File: src/design/rycc_queue.sv
module rycc_queue #(
    parameter type word_t = logic,
    parameter int  DEPTH  = 2,
    localparam int CNT_W  = $clog2(DEPTH + 1)
) (
    input  logic             clk,
    input  logic             rst_n,
    input  logic             push,
    input  word_t            push_word,
    output logic             full,
    input  logic             pop,
    output word_t            head_word,
    output logic             empty,
    output logic [CNT_W-1:0] count
);

    localparam int PTR_W = (DEPTH > 1) ? $clog2(DEPTH) : 1;

    word_t            slot_reg [DEPTH];
    logic [PTR_W-1:0] wr_ptr_reg;
    logic [PTR_W-1:0] rd_ptr_reg;
    logic [CNT_W-1:0] count_reg;
    logic             do_push;
    logic             do_pop;

    assign full      = (count_reg == CNT_W'(DEPTH));
    assign empty     = (count_reg == '0);
    assign count     = count_reg;
    assign head_word = slot_reg[rd_ptr_reg];
    assign do_push   = push && !full;
    assign do_pop    = pop && !empty;

    always_ff @(posedge clk or negedge rst_n)
    begin
        if (!rst_n)
        begin
            wr_ptr_reg <= '0;
            rd_ptr_reg <= '0;
            count_reg  <= '0;
        end
        else
        begin
            if (do_push)
            begin
                wr_ptr_reg <= (wr_ptr_reg == PTR_W'(DEPTH - 1)) ? '0 : wr_ptr_reg + 1'b1;
            end
            if (do_pop)
            begin
                rd_ptr_reg <= (rd_ptr_reg == PTR_W'(DEPTH - 1)) ? '0 : rd_ptr_reg + 1'b1;
            end
            if (do_push && !do_pop)
            begin
                count_reg <= count_reg + 1'b1;
            end
            else if (do_pop && !do_push)
            begin
                count_reg <= count_reg - 1'b1;
            end
        end
    end

    always_ff @(posedge clk)
    begin
        if (do_push)
        begin
            slot_reg[wr_ptr_reg] <= push_word;
        end
    end

endmodule

File: config.mk
export PLATFORM = sky130hd
export DESIGN_NAME = rycc_queue
export DESIGN_NICKNAME = d
export VERILOG_FILES = /design/src/design/rycc_queue.sv
export SDC_FILE = /design/constraint.sdc
export NUM_CORES = 1
export LEC_CHECK = 0
export BUFFER_PORTS_ARGS = -buffer_cell sky130_fd_sc_hd__clkbuf_2
export CAP_MARGIN = 20
export CORE_AREA = 2 2 39 41
export CTS_CLUSTER_DIAMETER = 50
export CTS_CLUSTER_SIZE = 40
export DETAILED_ROUTE_END_ITERATION = 16
export DIE_AREA = 0 0 41 43
export GPL_ROUTABILITY_DRIVEN = 0
export GPL_TIMING_DRIVEN = 0
export PLACE_DENSITY_LB_ADDON = 0.2
export SETUP_SLACK_MARGIN = 0.3
export SYNTH_ARGS = -nofsm -noshare
export SYNTH_HDL_FRONTEND = slang
export SYNTH_SLANG_ARGS = --single-unit
File: constraint.sdc
create_clock -name clk -period 3.2 [get_ports clk]
set_input_delay 0.16 -clock clk [delete_from_list [all_inputs] [get_ports clk]]
set_output_delay 0.16 -clock clk [all_outputs]
set_load 0.03 [all_outputs]
==> flow_summary.ini, run 1 <==
[sta]
max_slew_margin = 0.8508
fin_crit_sh = 0.4750
hold_viol = 0
tightest_slew_ns = 0.2238
max_freq_mhz = 657.9
drv_slew = 0
grt_setup_unrepaired = false
fin_worst_skew_ns = 0.004620
timing.setup.tns_ns = 0
min_period_ns = 1.520
setup_viol = 0
setup_ws_ns = 1.680

[logic_synthesis]
synth_nets = 28
ys_top_cells_by_area = dfrtp_1 37%, edfxtp_1 22%, xnor2_1 9.8%, xor2_1 6.5%, ha_1 4.7%
ys_ff_latch = 6
synth_top_area_share = 0.3738
synthCells = 22
yosys_warnings = 0
yosysSeqAreaShare = 0.5981
synth.distinct_cells = 12
syn-cell-area_um2 = 267.8
synth.largest_area_cell = dfrtp_1
syn_area_per_cell_um2 = 12.17

[setup_path]
crit_arrival_ns = 1.69
crit_type = reg -> reg
crit_path_end_kind = register
r2r_cells = 7
ff2ff_setup_slack_ns = 1.68
path_max_fanout = 6
required_ns = 3.37
cp-start-kind = register

[floorplan]
num_rows = 14
die_area_mm2 = 0.001763
coreArea_mm2 = 0.001384
fp.dieW_um = 41
io_pins = 10
start_util = 0.1935
dieHeight_um = 43

[cts]
cts_made_buffers = 3
cts_resized = 0
postCtsSetupRepairBufs = 0
cts.path.max_buffers = 2
cts_tree = built
cts-root-buf = clkbuf_4
cts_max_level = 1
path_clk_slew_ns = 0.05
clock_latency_ns = 0.24
clock_sinks = 6

[power_and_ir_drop]
leakagePower_nw = 0.1828
power_frac_comb = 0.464
sequentialPowerShare = 0.355
sw_frac_of_total = 0.4329
p_clk_frac = 0.181
p_int_w = 0.0002391
powerDensity_mw_per_mm2 = 1142
ir_drop_uv = 274.7
net-switching-power_w = 0.0001826

[grt]
antenna_found_initial = 0
grt_pass1_vias = 197
grt_pass1_wl_um = 738
grt-ovfl-total = 0
grtUsageTotal = 0.06876
grt_max_degree = 7

[route]
drc = 0
vias = 191
vias_per_cell = 3.673
drtAntennaViolNets = 0
drtPass1Iterations = 4
first_iter_violations = 1
wl_um = 463
wl_per_cell_um = 8.904

[run_status]
outcome = completed

[place]
dp_slack_ns = 1.685
hpwl_um = 374.4
io_buffers = 9

[finish]
nFillCells = 157
final_layout_size_suffix_gt1_frac = 0.3611
area.growth.synth_to_final_pct = 37.85
fin_nets = 43
n_antenna_cell = 0

[worst_hold_path]
hold_path_class = in -> reg
hold_path_depth = 1

[run]
maxCapViolations = 0
## synth_stat cells
| master | count |
|---|---|
| dfrtp_1 | 4 |
| nor2_1 | 3 |
| xnor2_1 | 3 |
| edfxtp_1 | 2 |
| inv_1 | 2 |
| xor2_1 | 2 |
| and3_1 | 1 |
| ha_1 | 1 |
| mux2_2 | 1 |
| nand2_1 | 1 |
| nand2b_1 | 1 |
| o21ai_1 | 1 |
## per-layer routing
| layer | up-vias | share of wire | GRT usage | wire length, um |
|---|---|---|---|---|
| met3 | 0 | 0.019 | 0.01571 | 9 |
| met1 | 89 | 0.40 | 0.05921 | 184 |
| met4 | 0 | 0 | 0.1000 | 0 |
| met2 | 2 | 0.58 | 0.1000 | 268 |
| li1 | 100 | - | - | - |
| met5 | - | 0 | 0 | 0 |
## cell usage in the layout, fill, tap and decap left out
master	synthesis	routed
dfrtp_1	4	4
ha_1	1	1
xnor2_1	3	3
clkbuf_2	0	9
nand2_1	1	1
mux2_2	1	1
o21ai_1	1	1
and3_1	1	1
inv_1	2	2
clkbuf_1	0	1
nor2_1	3	3
edfxtp_1	2	2
clkbuf_4	0	3
dlygate4sd3_1	0	1
xor2_1	2	2
nand2b_1	1	1
## logic make-up after synthesis
| family | count (synthesis) | share of synthesized area |
|---|---|---|
| fa+ha+maj | 1 | 0.04672 |
| xor+xnor | 5 | 0.1636 |
| flops | 6 | 0.5982 |
| buf+inv | 2 | 0.02805 |
| mux | 1 | 0.04205 |
| compound gates | 1 | 0.01867 |
| simple gates | 6 | 0.1028 |
## critical path: stages (launching register included)
cell,delay [ns]
dfrtp_1,0.45
nand2b_1,0.21
nand2_1,0.13
inv_1,0.06
ha_1,0.19
xor2_1,0.14
nor2_1,0.12
xor2_1,0.15
## path summary, 6_finish.rpt
kind	from	endpoint
setup / recovery	count[0]	count[1]
setup reg to reg	count[0]	count[1]
min in group asynchronous	rst_n	wr_ptr_reg
hold / removal	push_word	slot_reg[1]
max in group asynchronous	rst_n	count[0]
hold reg to reg	rd_ptr_reg	rd_ptr_reg
## layout make-up
| class | instances | area (um^2) | share of cell area |
|---|---|---|---|
| sequential | 6 | 160.2 | 0.4339 |
| clock buffer | 4 | 26.28 | 0.07119 |
| inverter | 2 | 7.507 | 0.02034 |
| timing repair buffer | 10 | 55.05 | 0.1492 |
| multi-input combinational | 14 | 100.1 | 0.2712 |
| tap | 16 | 20.02 | 0.05424 |
## power groups by stage
| stage | sequential [W] | combinational, W | clock [W] |
|---|---|---|---|
| after floorplan | 0.000170 | 0.000126 | 0 |
| after global placement | 0.000149 | 0.000194 | 0 |
| final | 0.000150 | 0.000196 | 0.0000765 |
| after detailed placement | 0.000150 | 0.000198 | 0 |
| after CTS | 0.000149 | 0.000199 | 0.0000785 |
| after global routing | 0.000153 | 0.000211 | 0.0000854 |
## repair_timing
action | in CTS | in global routing
setup endpoints to repair | 0 | 0
hold buffers | 1 | 0
endpoints found under the hold margin | 4 | 0
## through the flow
stage	power, W	instance area (um^2)	util	hold slack [ns]	std cells
floorplan	0.0002960	267.8	-	-0.1356	22
global placement	0.0003423	332.8	0.2405	-0.02816	47
detailed placement	0.0003476	332.8	0.2405	-0.02560	47
CTS	0.0004267	369.1	0.2667	0.09602	52
global route	0.0004497	369.1	0.2667	0.09043	52
finish	0.0004217	369.1	0.2667	0.1038	52
No activity file was read; power rests on OpenSTA's default activity.
==> inputs of run 2 (changes only) <==
==> constraint.sdc (replaced) <==
create_clock -name clk -period 1.3 [get_ports clk]
set_input_delay 0.065 -clock clk [delete_from_list [all_inputs] [get_ports clk]]
set_output_delay 0.065 -clock clk [all_outputs]
set_load 0.03 [all_outputs]
==> run 2 against run 1 <==
Compared with the run above: the run now ends with setup timing left; highest routed layer unchanged; largest power group unchanged; first-iteration DRC count rose by 100%; total power rose to 3.5 times the previous value; worst setup slack got worse by 1.7 ns.
==> flow_summary.ini, run 2 (same netlist as run 1, synthesis figures left out) <==
[cts]
path_clk_slew_ns = 0.05
cts.path.max_buffers = 2
clock_sinks = 6
clock_latency_ns = 0.25
cts-root-buf = clkbuf_4
cts_made_buffers = 3
cts_max_level = 1
cts_tree = built

[floorplan]
num_rows = 14
start_util = 0.1935
dieHeight_um = 43
die_area_mm2 = 0.001763
io_pins = 10
coreArea_mm2 = 0.001384
fp.dieW_um = 41

[setup_path]
r2r_cells = 7
cp-endpoint = full
path_max_fanout = 3
r2r-start = count[0]
ff2ff_setup_slack_ns = -0.01
crit_type = reg -> out
required_ns = 1.24
crit_arrival_ns = 1.25
reg2reg_to = count[1]
cp-start-kind = register
crit_path_start = count[0]
crit_path_end_kind = output pin

[sta]
holdWs_ns = 0.1008
max_slew_margin = 0.8600
fin_worst_skew_ns = 0.007114
setup_viol = 2
fin_crit_sh = 1.015
drv_slew = 0
hold_viol = 0
min_period_ns = 1.319
max_freq_mhz = 758.2
grt_setup_unrepaired = true
tightest_slew_ns = 0.2101
setup_ws_ns = -0.01886

[power_and_ir_drop]
leakagePower_nw = 0.2547
powerDensity_mw_per_mm2 = 2795
ir_drop_uv = 866.6

[route]
first_iter_violations = 2
vias = 240
drtAntennaViolNets = 0
wl_per_cell_um = 10.11
wl_um = 627
vias_per_cell = 3.871
drc = 0
drtPass1Iterations = 4

[run_status]
outcome = complete, but fails checks
violations = setup timing

[finish]
final_cell_mix = 10 x buf_4, 4 x clkbuf_2, 3 x clkbuf_4
fin_util = 0.3870
final_layout_size_suffix_gt1_frac = 0.6957
layout.cells.most_common = buf_4
fin_nets = 53
stdcell_count = 62
n_antenna_cell = 0
area.growth.synth_to_final_pct = 100.0

[place]
dp.cells = 47
hpwl_um = 394
dp_slack_ns = -0.07920
io_buffers = 9

[grt]
grt-ovfl-total = 0
grt_pass1_wl_um = 1048
antenna_found_initial = 0
grtUsageTotal = 0.09293
grt_pass1_vias = 237
grt_max_degree = 6

[worst_hold_path]
hold_path_class = in -> reg

[run]
maxCapViolations = 0
==> run 2: changes by cell type in the layout (fill, tap and decap cells not counted), sizes merged <==
| cell | delta |
|---|---|
| buf | +14 |
| clkbuf | -5 |
| dlygate4sd3 | +1 |
==> run 2: worst min-delay path by stage <==
stage | cells after the start | end | from
3_3_place_gp | 1 | rd_ptr_reg | rst_n
2_1_floorplan | 0 | count[0] | rst_n
5_1_grt | 3 | rd_ptr_reg | pop
3_5_place_dp | 1 | rd_ptr_reg | rst_n
6_report | 3 | rd_ptr_reg | pop
4_1_cts | 3 | rd_ptr_reg | pop
==> run 2: worst max-delay path, stage by stage, from the launching register on <==
cell	delay (ns)
dfrtp_2	0.43
nand2b_4	0.16
buf_4	0.13
buf_4	0.13
inv_2	0.05
buf_8	0.11
==> run 2: stage by stage <==
stage                TNS, ns   power, W  cell area (um^2)
floorplan           -0.09044  0.0008077             301.5
global placement    -0.03733  0.0009290             366.6
detailed placement  -0.07920  0.0009450             366.6
CTS                 -0.03283   0.001383             494.2
global route         -0.1849   0.001589             535.5
finish              -0.02576   0.001497             535.5
==> run 2: where the power goes <==
| group | internal [W] | switching (W) | total [W] | leakage, nW |
|---|---|---|---|---|
| Sequential | 0.000290 | 0.000104 | 0.000394 | 0.0632 |
| Combinational | 0.000502 | 0.000409 | 0.000911 | 0.176 |
| Clock | 0.000117 | 0.0000755 | 0.000192 | 0.0150 |
==> run 2: layout make-up <==
class                           instances  area, um^2
Clock buffer                            4       26.28
Sequential cell                         6       162.7
Multi-Input combinational cell         14       157.7
Tap cell                               16       20.02
Inverter                                2       7.507
Fill cell                             145       848.3
Timing Repair Buffer                   20       161.4
==> run 2: timing repair <==
action | CTS | global route
pin swaps | 3 | 0
gates resized for setup | 10 | 8
hold buffers | 2 | 0
setup buffers | 6 | 3
endpoints found under the hold margin | 6 | 0
cloned | 0 | 0
endpoints found under the setup margin | 7 | 10
==> run 2: routing by layer <==
layer	vias to the layer above	share of wire	track usage
li1	118	-	-
met1	118	0.39	0.1148
met2	4	0.56	0.1313
met3	0	0.048	0.03141
met4	0	0	0.06000
met5	-	0	0
==> inputs of run 3 (changes only) <==
--- a/config.mk
+++ b/config.mk
@@ -7,6 +7,8 @@
 export LEC_CHECK = 0
 export BUFFER_PORTS_ARGS = -buffer_cell sky130_fd_sc_hd__clkbuf_2
 export CAP_MARGIN = 20
+export CELL_PAD_IN_SITES_DETAIL_PLACEMENT = 2
+export CELL_PAD_IN_SITES_GLOBAL_PLACEMENT = 2
 export CORE_AREA = 2 2 39 41
 export CTS_CLUSTER_DIAMETER = 50
 export CTS_CLUSTER_SIZE = 40
==> run 3 against run 2 <==
Compared with the run above: the run still ends with setup timing left; via count grew 7.1%; worst setup slack lost 0.051 ns; clock power is essentially flat; global-route usage grew 1.2 points; utilization grew 4.0 points; final cell count grew 3.2%; first-iteration DRC count grew 100%.
==> flow_summary.ini, run 3 (same netlist as run 1, synthesis figures left out) <==
[run_status]
outcome = complete, but fails checks
violations = setup timing

[sta]
tightest_slew_ns = 0.1862
holdWs_ns = 0.1482
fin_crit_sh = 1.054
fin_worst_skew_ns = 0.01072
drv_slew = 0
setup_viol = 1
grt_setup_unrepaired = true
min_period_ns = 1.370
hold_viol = 0
max_slew_margin = 0.8759
setup_ws_ns = -0.06979
max_freq_mhz = 730.0

[power_and_ir_drop]
ir_drop_uv = 1108
powerDensity_mw_per_mm2 = 2910
leakagePower_nw = 0.2713

[setup_path]
r2r-start = count[0]
crit_type = reg -> reg
crit_arrival_ns = 1.49
ff2ff_setup_slack_ns = -0.07
r2r_cells = 6
required_ns = 1.42
reg2reg_to = count[1]
cp-start-kind = register
crit_path_end_kind = register
path_max_fanout = 3

[route]
wl_per_cell_um = 11.61
drtAntennaViolNets = 0
drtPass1Iterations = 2
wl_um = 743
vias = 257
vias_per_cell = 4.016
drc = 0
first_iter_violations = 4

[grt]
grt_pass1_vias = 263
top_usage_layer = met2
grt-ovfl-total = 0
grt_max_degree = 5
grt_pass1_wl_um = 1186
grt_use_met2 = 0.1594
use_met1 = 0.1250
grtUsageTotal = 0.1052
met3_usage = 0.01571
antenna_found_initial = 0

[place]
place_area_um2 = 366.6
io_buffers = 9
dp.cells = 47

[cts]
path_clk_slew_ns = 0.06
cts.path.max_buffers = 2
cts_tree = built
cts_made_buffers = 3
clock_sinks = 6
cts_max_level = 1
clock_latency_ns = 0.25
cts-root-buf = clkbuf_4

[finish]
final_layout_size_suffix_gt1_frac = 0.7500
final_cell_mix = 8 x buf_4, 5 x buf_6, 4 x clkbuf_2, 3 x clkbuf_4, 3 x buf_8
final_area_um2 = 590.6
stdcell_count = 64
layout.cells.most_common = buf_4
n_antenna_cell = 0
area.growth.synth_to_final_pct = 120.6
fin_nets = 55

[floorplan]
die_area_mm2 = 0.001763
fp.dieW_um = 41
dieHeight_um = 43
io_pins = 10
num_rows = 14
coreArea_mm2 = 0.001384
start_util = 0.1935

[run]
maxCapViolations = 0

[worst_hold_path]
hold_path_class = in -> async
==> run 3: layout make-up <==
cell class,count,area (um^2)
fill,151,793.3
timing repair buffer,22,201.4
multi-input combinational,14,170.2
sequential,6,162.7
clock buffer,4,26.28
tap,16,20.02
inverter,2,10.01
==> run 3: metal layers <==
layer / part of all wire / vias up
met5: 0 / -
met4: 0.019 / 0
met3: 0.013 / 2
met2: 0.55 / 5
met1: 0.41 / 127
li1: - / 123
==> run 3: timing repair <==
item	4_1_cts	5_1_grt
hold endpoints to repair	6	0
buffers inserted	5	6
hold buffers	2	0
pin swaps	3	6
setup endpoints to repair	7	9
gates resized for setup	12	17
==> run 3: worst max path at each step <==
stage,start,to,slack (ns),cells past startpoint
6_report,count[0],count[1],-0.07,6
5_1_grt,count[0],count[1],-0.15,6
4_1_cts,count[0],count[1],-0.03,7
3_5_place_dp,count[0],count[1],-0.10,7
3_3_place_gp,count[0],count[1],-0.05,7
2_1_floorplan,count[0],count[1],-0.09,7
==> run 3: metrics by stage <==
stage | setup slack, ns | util | power, W | TNS [ns]
after floorplan | -0.09044 | - | 0.0008077 | -0.09044
after global placement | -0.05487 | 0.2649 | 0.0009339 | -0.05487
after detailed placement | -0.1049 | 0.2649 | 0.0009621 | -0.1049
after CTS | -0.02915 | 0.3580 | 0.001396 | -0.02915
after global routing | -0.1485 | 0.4268 | 0.001835 | -0.1771
final | -0.06979 | 0.4268 | 0.001718 | -0.06979
==> run 3: power breakdown <==
group	total (W)	internal, W	switching [W]
combinational	0.00115	0.000651	0.000494
sequential	0.000378	0.000290	0.0000881
clock	0.000195	0.000117	0.0000780
total	0.00172	0.00106	0.000661
==> run 3: critical path, stage by stage (launching register included) <==
cell and delay [ns]:
dfrtp_2 0.41, buf_4 0.15, o21ai_4 0.18, ha_4 0.15, xor2_1 0.14, nor2_1 0.08
xor2_1 0.14
