**config.mk**
```make
export PLATFORM = sky130hd
export DESIGN_NAME = rycc_back
export DESIGN_NICKNAME = d
export VERILOG_FILES = /design/src/design/rycc_pkg.sv /design/src/design/rycc_queue.sv /design/src/design/rycc_back.sv
export SDC_FILE = /design/constraint.sdc
export NUM_CORES = 1
export LEC_CHECK = 0
export BUFFER_PORTS_ARGS = -buffer_cell sky130_fd_sc_hd__buf_2
export CAP_MARGIN = 10
export CORE_UTILIZATION = 26
export CTS_CLUSTER_SIZE = 28
export DETAILED_ROUTE_END_ITERATION = 10
export PLACE_DENSITY = 0.39
export REMOVE_ABC_BUFFERS = 1
export SKIP_CTS_REPAIR_TIMING = 1
export SYNTH_ARGS = -nofsm -noshare
export SYNTH_HDL_FRONTEND = slang
export SYNTH_HIERARCHICAL = 1
export SYNTH_SLANG_ARGS = --single-unit
```
**constraint.sdc**
```tcl
create_clock -name clk -period 21.2 [get_ports clk]
set_input_delay 4.24 -clock clk [delete_from_list [all_inputs] [get_ports clk]]
set_output_delay 4.24 -clock clk [all_outputs]
set_load 0.02 [all_outputs]
```
**src/design/rycc_pkg.sv**
```systemverilog
package rycc_pkg;

    localparam int PIX_W  = 8;
    localparam int PAIR_W = 9;
    localparam int SUM_W  = 10;
    localparam int HALF_W = 12;

    localparam logic [HALF_W-1:0] HALF_WIDTH_RESET  = 12'd320;
    localparam logic [HALF_W-1:0] HALF_HEIGHT_RESET = 12'd240;

    typedef enum logic {
        REG_HALF_WIDTH  = 1'b0,
        REG_HALF_HEIGHT = 1'b1
    } reg_index_t;

    // Luma, Q16
    localparam logic [15:0] Y_R     = 16'd19595;
    localparam logic [15:0] Y_G     = 16'd38470;
    localparam logic [15:0] Y_B     = 16'd7471;
    localparam logic [23:0] Y_ROUND = 24'd32768;

    // Chroma magnitudes, Q16 on 4-pixel sums; the 0.5 weights are shifts
    localparam logic [14:0] CB_R = 15'd11058;
    localparam logic [14:0] CB_G = 15'd21710;
    localparam logic [14:0] CR_G = 15'd27439;
    localparam logic [14:0] CR_B = 15'd5329;
    localparam int          HALF_SHIFT = 15;
    // (128 + 0.5) << 18
    localparam logic [26:0] C_OFFSET = 27'd33685504;

    typedef struct packed {
        logic [PIX_W-1:0] red;
        logic [PIX_W-1:0] green;
        logic [PIX_W-1:0] blue;
        logic             chroma_valid;
        logic [SUM_W-1:0] red_sum;
        logic [SUM_W-1:0] green_sum;
        logic [SUM_W-1:0] blue_sum;
        logic             frame_end;
    } item_t;

    typedef struct packed {
        logic [PIX_W-1:0] luma;
        logic             chroma_valid;
        logic [PIX_W-1:0] blue_difference;
        logic [PIX_W-1:0] red_difference;
        logic             frame_end;
    } result_t;

endpackage

```
**src/design/rycc_queue.sv**
```systemverilog
module rycc_queue #(
    parameter type word_t = logic,
    parameter int  DEPTH  = 2,
    localparam int CNT_W  = $clog2(DEPTH + 1)
) (
    input  logic             clk,
    input  logic             rst_n,
    input  logic             push,
    input  word_t            push_word,
    output logic             full,
    input  logic             pop,
    output word_t            head_word,
    output logic             empty,
    output logic [CNT_W-1:0] count
);

    localparam int PTR_W = (DEPTH > 1) ? $clog2(DEPTH) : 1;

    word_t            slot_reg [DEPTH];
    logic [PTR_W-1:0] wr_ptr_reg;
    logic [PTR_W-1:0] rd_ptr_reg;
    logic [CNT_W-1:0] count_reg;
    logic             do_push;
    logic             do_pop;

    assign full      = (count_reg == CNT_W'(DEPTH));
    assign empty     = (count_reg == '0);
    assign count     = count_reg;
    assign head_word = slot_reg[rd_ptr_reg];
    assign do_push   = push && !full;
    assign do_pop    = pop && !empty;

    always_ff @(posedge clk or negedge rst_n)
    begin
        if (!rst_n)
        begin
            wr_ptr_reg <= '0;
            rd_ptr_reg <= '0;
            count_reg  <= '0;
        end
        else
        begin
            if (do_push)
            begin
                wr_ptr_reg <= (wr_ptr_reg == PTR_W'(DEPTH - 1)) ? '0 : wr_ptr_reg + 1'b1;
            end
            if (do_pop)
            begin
                rd_ptr_reg <= (rd_ptr_reg == PTR_W'(DEPTH - 1)) ? '0 : rd_ptr_reg + 1'b1;
            end
            if (do_push && !do_pop)
            begin
                count_reg <= count_reg + 1'b1;
            end
            else if (do_pop && !do_push)
            begin
                count_reg <= count_reg - 1'b1;
            end
        end
    end

    always_ff @(posedge clk)
    begin
        if (do_push)
        begin
            slot_reg[wr_ptr_reg] <= push_word;
        end
    end

endmodule

```
**src/design/rycc_back.sv**
```systemverilog
module rycc_back (
    input  logic              clk,
    input  logic              rst_n,
    input  rycc_pkg::item_t   in_word,
    input  logic              in_empty,
    output logic              in_pop,
    input  logic              out_pop,
    output rycc_pkg::result_t out_word,
    output logic              out_empty
);

    localparam int ODEPTH = 4;
    localparam int OCW    = $clog2(ODEPTH + 1);
    localparam int LW     = OCW + 1;

    logic             b1_valid_reg;
    logic [23:0]      b1_yr_reg;
    logic [23:0]      b1_yg_reg;
    logic [23:0]      b1_yb_reg;
    logic [24:0]      b1_cbr_reg;
    logic [24:0]      b1_cbg_reg;
    logic [24:0]      b1_crg_reg;
    logic [24:0]      b1_crb_reg;
    logic [9:0]       b1_rs_reg;
    logic [9:0]       b1_bs_reg;
    logic             b1_chroma_reg;
    logic             b1_fend_reg;

    logic             b2_valid_reg;
    rycc_pkg::result_t b2_word_reg;
    rycc_pkg::result_t b2_word_next;

    logic [23:0]      y_acc;
    logic [26:0]      cb_acc;
    logic [26:0]      cr_acc;
    logic [OCW-1:0]   ocount;
    logic             ofull;
    logic             out_fire;
    logic [LW-1:0]    load;
    logic [LW-1:0]    room;

    function automatic logic [7:0] sat_byte(input logic [26:0] acc);
        return acc[26] ? 8'hFF : acc[25:18];
    endfunction

    // words in flight plus the new one must fit in the output queue
    assign out_fire = out_pop && !out_empty;
    assign load     = LW'(ocount) + LW'(b1_valid_reg) + LW'(b2_valid_reg);
    assign room     = LW'(ODEPTH) + LW'(out_fire);
    assign in_pop   = !in_empty && (load < room);

    always_ff @(posedge clk or negedge rst_n)
    begin
        if (!rst_n)
        begin
            b1_valid_reg <= 1'b0;
            b2_valid_reg <= 1'b0;
        end
        else
        begin
            b1_valid_reg <= in_pop;
            b2_valid_reg <= b1_valid_reg;
        end
    end

    // stage 1: products
    always_ff @(posedge clk)
    begin
        if (in_pop)
        begin
            b1_yr_reg     <= 24'(rycc_pkg::Y_R) * 24'(in_word.red);
            b1_yg_reg     <= 24'(rycc_pkg::Y_G) * 24'(in_word.green);
            b1_yb_reg     <= 24'(rycc_pkg::Y_B) * 24'(in_word.blue);
            b1_cbr_reg    <= 25'(rycc_pkg::CB_R) * 25'(in_word.red_sum);
            b1_cbg_reg    <= 25'(rycc_pkg::CB_G) * 25'(in_word.green_sum);
            b1_crg_reg    <= 25'(rycc_pkg::CR_G) * 25'(in_word.green_sum);
            b1_crb_reg    <= 25'(rycc_pkg::CR_B) * 25'(in_word.blue_sum);
            b1_rs_reg     <= in_word.red_sum;
            b1_bs_reg     <= in_word.blue_sum;
            b1_chroma_reg <= in_word.chroma_valid;
            b1_fend_reg   <= in_word.frame_end;
        end
    end

    // stage 2: sums, rounding and clamping; chroma sums never go negative
    always_comb
    begin
        y_acc  = b1_yr_reg + b1_yg_reg + b1_yb_reg + rycc_pkg::Y_ROUND;
        cb_acc = rycc_pkg::C_OFFSET + (27'(b1_bs_reg) << rycc_pkg::HALF_SHIFT)
                 - 27'(b1_cbr_reg) - 27'(b1_cbg_reg);
        cr_acc = rycc_pkg::C_OFFSET + (27'(b1_rs_reg) << rycc_pkg::HALF_SHIFT)
                 - 27'(b1_crg_reg) - 27'(b1_crb_reg);
        b2_word_next.luma            = y_acc[23:16];
        b2_word_next.chroma_valid    = b1_chroma_reg;
        b2_word_next.blue_difference = b1_chroma_reg ? sat_byte(cb_acc) : 8'd0;
        b2_word_next.red_difference  = b1_chroma_reg ? sat_byte(cr_acc) : 8'd0;
        b2_word_next.frame_end       = b1_fend_reg;
    end

    always_ff @(posedge clk)
    begin
        if (b1_valid_reg)
        begin
            b2_word_reg <= b2_word_next;
        end
    end

    rycc_queue #(
        .word_t (rycc_pkg::result_t),
        .DEPTH  (ODEPTH)
    ) u_out_queue (
        .clk       (clk),
        .rst_n     (rst_n),
        .push      (b2_valid_reg),
        .push_word (b2_word_reg),
        .full      (ofull),
        .pop       (out_pop),
        .head_word (out_word),
        .empty     (out_empty),
        .count     (ocount)
    );

    // the credit check keeps the output queue from overflowing
    logic unused_ofull;
    assign unused_ofull = ofull;

endmodule

```
==> results of run 1 <==
[power breakdown]
group          switching, mW  total (mW)  internal (mW)
sequential             0.169        1.33           1.16
combinational           1.96        3.48           1.52
clock                  0.286       0.754          0.468
total                   2.42        5.57           3.15
[logic make-up after synthesis]
group,after synthesis,share of synthesized area [%]
buffers and inverters,506,6.53
multiplexers,33,2.26
XOR/XNOR,136,4.01
flip-flops,313,31.5
adder cells (fa/ha/maj),868,42.5
AND/OR/NAND/NOR,306,5.17
AO/OA/AOI/OAI,349,8.07
[cell type report]
type / instances / area, um2 / area share (%)
multi-input combinational: 1692 / 18400 / 55.1
antenna: 3 / 7.51 / 0.0224
clock inverter: 28 / 423 / 1.26
inverter: 497 / 1870 / 5.58
clock buffer: 45 / 1040 / 3.11
sequential: 313 / 9360 / 27.9
tap: 1500 / 1880 / 5.61
timing repair buffer: 92 / 473 / 1.41
[critical path, stage by stage]
cell,delay (ns)
sky130_fd_sc_hd__buf_2,0.10
sky130_fd_sc_hd__nor4bb_1,0.27
sky130_fd_sc_hd__nor2_1,0.11
sky130_fd_sc_hd__a311oi_4,0.20
sky130_fd_sc_hd__buf_4,0.57
sky130_fd_sc_hd__buf_2,0.28
[path summary, 6_finish.rpt]
path,to
setup / recovery,in_pop
hold / removal,b2_word_reg[0]
setup reg to reg,b1_bs_reg[1]
hold reg to reg,b2_word_reg[0]
max in group asynchronous,u_out_queue/rd_ptr_reg[1]
min in group asynchronous,b1_valid_reg
[cells in the mapped netlist, drive strengths merged (6+ instances only)]
master	number	share of area, %
edfxtp	304	31
o211ai	9	0.23
o31ai	12	0.32
or3	17	0.36
nand2b	17	0.36
nand3	25	0.42
xnor2	93	2.7
nor2b	12	0.28
mux4	26	2.0
nor2	95	1.2
a31oi	13	0.27
nand4	8	0.17
nor3	33	0.56
inv	495	6.3
o21ai	50	0.84
or2	11	0.23
and3	10	0.21
dfrtp	9	0.76
a211oi	22	0.56
fa	234	16
and2	8	0.17
a21oi	91	1.5
buf	6	0.21
xor2	43	1.3
ha	634	27
o21a	18	0.45
o21bai	10	0.25
a21o	56	1.4
nand2	51	0.64
[layer usage]
metal | global-route usage (%) | vias to the layer above | wire length (um)
met5 | 0 | - | 97
met4 | 2.47 | 14 | 1080
met3 | 1.92 | 78 | 2040
met2 | 20.3 | 172 | 31400
met1 | 16.7 | 8781 | 33500
li1 | - | 9031 | -
[metrics by stage]
stage	hold slack, ns	TNS, ns	setup slack [ns]	area [um2]	instances
finish	0.471	0	11.17	33500	4170
global route	0.478	0	11.06	33500	4170
floorplan	0.400	-1.11	-1.11	29600	2502
CTS	0.490	0	11.10	33500	4167
detailed placement	0.475	0	11.10	32000	4094
global placement	0.466	0	11.03	32000	4094
==> out/metrics.cfg, run 1 <==
[clock_network]
htree_num_levels = 2
clockRootBuffer = sky130_fd_sc_hd__clkbuf_16
clkSlewWorstSetupHoldPaths_ns = 0.06
clk-insertion-delay-late_ns = 0.58
clock_sink_count = 313
cts-root-to-sink-buffers = 3
cts_buffers = 41
cts_tree = yes

[floorplanning]
dieArea_um2 = 116000
initial_utilization_pct = 26.3
die_width_um = 340
die_height_um = 340
io-pin-count = 88
num_rows = 123
placeableCoreArea_um2 = 113000

[drt]
drt-pass1-iter-count = 4
drcViolationCount = 0
post_drt_wl_per_cell_um = 16.3
routed_via_density = 4.33
num_vias = 18100
drt_iter0_drc = 558
remaining_antenna_violation_count_after_routing = 0
routed_wl_um = 68100

[sta]
finalCriticalPeriod_ns = 10.03
timing.max_slew.rel_slack_pct = 30.1
max_freq_mhz = 99.7
tightestPinTransition_ns = 1.05
min_period_over_period_pct = 47.3
rsz_0062_raised_after_global_routing = false
finClkSkew_ns = 0.0241
slew_viol_final = 0
hold_viol_final = 0
setup_viol_count_final = 0

[worst_setup_path]
rr_startpoint = b1_valid_reg
critical_path.max_fanout = 42
start_kind = primary input
internal_reg_to_reg_setup_slack_ns = 17.04
rr_worst_depth = 10
critical_path_required_ns = 16.96
criticalPathCategory = in -> out
crit_start = out_pop
worstPathArrival_ns = 5.79
worstSetupEndpointType = primary output

[yosys]
synth.yosys.warnings = 6
syn-instance-count = 2511
postSynth.topFlopCell = sky130_fd_sc_hd__edfxtp_1
postSynth.asyncResetShare_pct = 2.88
edff_count_synth = 304
netlist_area_um2 = 29700
post_synth.cell_area_avg_um2 = 11.8
synth_seq_area_share_pct = 31.5
ys_ff_latch = 313
synth_cell_types = 88

[grt]
antenna_violations_before_repair = 15
grt_total_usage_pct = 12.2
maximum_number_of_pins_on_one_net_before_global_route_repair = 72
grt_first_pass_wirelength_um = 111000
via_count_of_the_first_global_routing_pass = 20100
gr-total-overflow = 0

[run]
maxCapViolCount = 0

[hold_path]
worst_hold_startpoint = b1_fend_reg
hold_depth = 0
timing.hold.worst.class = reg -> reg

[placed_design]
routability_cong = 0.787
numPortBuffers = 87
dp_hpwl_um = 55800

[final_layout]
syn2layout_area_growth_pct = 12.7
filler_cell_count = 11500
final_layout_size_suffix_gt1_share_pct = 7.99
flip_flop_count_of_the_largest_register_all_copies_and_words_added = 104
final_common_cell = sky130_fd_sc_hd__ha_1
layout.cells.most_common_list = 634 x sky130_fd_sc_hd__ha_1, 495 x sky130_fd_sc_hd__inv_1, 304 x sky130_fd_sc_hd__edfxtp_1
design.final.nets = 3565
post_layout_utilization_of_the_core_pct = 29.7

[pwr]
vdd_drop_max_mv = 0.0803
power.total_mw = 5.57
power_per_cell_area_nw_per_um2 = 166
p_leak_nw = 15.9

[status]
result_of_the_run = completed

Note: power is estimated with default switching activity, not from simulation.
==> inputs of run 2 (changes only) <==
==> constraint.sdc (replaced) <==
create_clock -name clk -period 8.6 [get_ports clk]
set_input_delay 1.72 -clock clk [delete_from_list [all_inputs] [get_ports clk]]
set_output_delay 1.72 -clock clk [all_outputs]
set_load 0.02 [all_outputs]
==> out/metrics.cfg, run 2 (same netlist as run 1, synthesis figures left out) <==
[sta]
hold_viol_final = 0  ; unchanged
finalCriticalPeriod_ns = 6.54
finClkSkew_ns = 0.0267  ; was 0.0241 ns
timing.max_slew.rel_slack_pct = 28.8  ; was 30.1%
setup_viol_count_final = 0  ; unchanged
rsz_0062_raised_after_global_routing = false  ; unchanged
min_period_over_period_pct = 76.1
max_freq_mhz = 153
tightestPinTransition_ns = 1.07  ; was 1.05 ns
slew_viol_final = 0  ; unchanged
hold_ws_ns = 0.428  ; was 0.471 ns
totalNegativeSetupSlack_ns = 0  ; unchanged

[drt]
routed_wl_um = 70300  ; was 68100 um
num_vias = 18300  ; was 18100
maxUsedRoutingLayer = met5  ; unchanged
met3_wire_length_um = 2210  ; was 2040 um
routed_via_density = 4.40  ; was 4.33
post_drt_wl_per_cell_um = 16.9  ; was 16.3 um
drt-pass1-iter-count = 4  ; unchanged
drt_iter0_drc = 742  ; was 558
remaining_antenna_violation_count_after_routing = 0  ; unchanged
met2RoutedLength_um = 32400  ; was 31400 um
drcViolationCount = 0  ; unchanged
drt-met1-wl_um = 34200  ; was 33500 um

[hold_path]
timing.hold.worst.class = reg -> reg  ; unchanged

[final_layout]
post_layout_utilization_of_the_core_pct = 29.5  ; was 29.7%
layout.cells.most_common_list = 634 x sky130_fd_sc_hd__ha_1, 495 x sky130_fd_sc_hd__inv_1, 304 x sky130_fd_sc_hd__edfxtp_1  ; unchanged
final_layout_size_suffix_gt1_share_pct = 7.74  ; was 7.99%
multi_input_area_um2 = 18400  ; unchanged
flip_flop_count_of_the_largest_register_all_copies_and_words_added = 104  ; unchanged
syn2layout_area_growth_pct = 12.1  ; was 12.7%
register_area_um2 = 9360  ; unchanged
final_common_cell = sky130_fd_sc_hd__ha_1  ; unchanged
design.final.nets = 3563  ; was 3565
filler_cell_count = 11500  ; about the same

[status]
result_of_the_run = completed  ; unchanged

[clock_network]
cts-root-to-sink-buffers = 3  ; unchanged
cts_tree = yes  ; unchanged
clk-insertion-delay-late_ns = 0.58  ; about the same
htree_num_levels = 2  ; unchanged
clockRootBuffer = sky130_fd_sc_hd__clkbuf_16  ; unchanged
clock_sink_count = 313  ; unchanged
cts_buffers = 39  ; was 41
clkSlewWorstSetupHoldPaths_ns = 0.06  ; about the same

[floorplanning]
io-pin-count = 88  ; unchanged
dieArea_um2 = 116000  ; unchanged
placeableCoreArea_um2 = 113000  ; unchanged
die_height_um = 340  ; unchanged
initial_utilization_pct = 26.3  ; unchanged
die_width_um = 340  ; unchanged
num_rows = 123  ; unchanged

[pwr]
vdd_drop_max_mv = 0.208  ; was 0.0803 mV
p_leak_nw = 15.8  ; was 15.9 nW
power_per_cell_area_nw_per_um2 = 409  ; was 166 nW/um2
power.total_mw = 13.6  ; was 5.57 mW

[worst_setup_path]
criticalPathCategory = in -> reg  ; was in -> out
cell_with_the_biggest_individual_delay_on_the_critical_path = sky130_fd_sc_hd__fa_1  ; was sky130_fd_sc_hd__buf_4
top_cell_by_count_worst_path = sky130_fd_sc_hd__fa_1  ; was sky130_fd_sc_hd__buf_2
worstPathArrival_ns = 6.87  ; was 5.79 ns
critical_path_required_ns = 8.92  ; was 16.96 ns
path_cells = buf_2 -> fa_1 -> inv_1 -> fa_1 -> fa_1 -> inv_1 -> fa_1 -> inv_1 -> fa_1 -> inv_1 -> ha_1 -> a21o_1 -> a21o_1 -> a41o_1 -> a311oi_2 -> o311ai_2 -> a221o_1 -> a21oi_1 -> xnor2_1  ; was buf_2 -> nor4bb_1 -> nor2_1 -> a311oi_4 -> buf_4 -> buf_2
worstSetupEndpointType = register  ; was primary output
cpPeakStageDelay_ns = 0.51  ; was 0.57 ns
critical_path.max_fanout = 8  ; was 42
start_kind = primary input  ; unchanged
critPathTopFamily = adder cells  ; was buffers and inverters
path_buf_inv = 5  ; was 3

[placed_design]
routability_cong = 0.825  ; was 0.787
numPortBuffers = 87  ; unchanged
dp_hpwl_um = 57800  ; was 55800 um

[grt]
via_count_of_the_first_global_routing_pass = 19700  ; was 20100
gr-total-overflow = 0  ; unchanged
maximum_number_of_pins_on_one_net_before_global_route_repair = 69  ; was 72
antenna_violations_before_repair = 16  ; was 15
grt_total_usage_pct = 12.5  ; was 12.2%
grt_first_pass_wirelength_um = 113000  ; was 111000 um

[run]
maxCapViolCount = 0  ; unchanged

[run 2: cell types whose count changed in the layout (fill, tap and decap cells not counted), sizes merged]
cell and delta:
bufinv -4, clkinv +1, clkinvlp -1, diode -1
[run 2: worst register-to-register path: cells and delay by family, from the launching register on]
family / cells / cell delay [ns]
simple gates: 2 / 0.40
buf+inv: 5 / 2.29
flops: 1 / 0.32
fa+ha+maj: 2 / 0.66
compound gates: 1 / 0.26
[run 2: layer usage]
layer  vias up  track usage (%)
met5         -                0
met4        14             2.95
met3        90             1.72
met2       216             20.6
met1      8987             17.2
li1       9012                -
[run 2: worst paths after layout]
check                                             to         start  slack [ns]  cells after the start
setup / recovery                      b1_crg_reg[24]   in_word[19]        2.06                     19
hold / removal                        b2_word_reg[0]   b1_fend_reg        0.43                      0
setup reg to reg                      b1_cbg_reg[20]  b1_valid_reg        4.25                     10
hold reg to reg                       b2_word_reg[0]   b1_fend_reg        0.43                      0
max in group asynchronous  u_out_queue/rd_ptr_reg[1]         rst_n        7.37                      1
min in group asynchronous  u_out_queue/wr_ptr_reg[1]         rst_n        1.01                      1
[run 2: layout make-up]
class	instances	area share, %
Clock inverter	24	0.864
Multi-Input combinational cell	1692	55.4
Tap cell	1500	5.64
Timing Repair Buffer	92	1.42
Inverter	497	5.61
Antenna cell	2	0.0150
Clock buffer	45	3.00
Sequential cell	313	28.1
[run 2: power by group]
part	switching [mW]	internal (mW)
registers	0.424	2.87
logic	4.90	3.76
clock network	0.687	0.990
total	6.01	7.61
[run 2: stage by stage]
stage	cell area, um2	instances	setup slack, ns
floorplan	29600	2502	-8.68
global placement	32000	4094	1.42
detailed placement	32000	4094	1.46
CTS	33300	4163	2.04
global route	33300	4165	1.78
finish	33300	4165	2.06
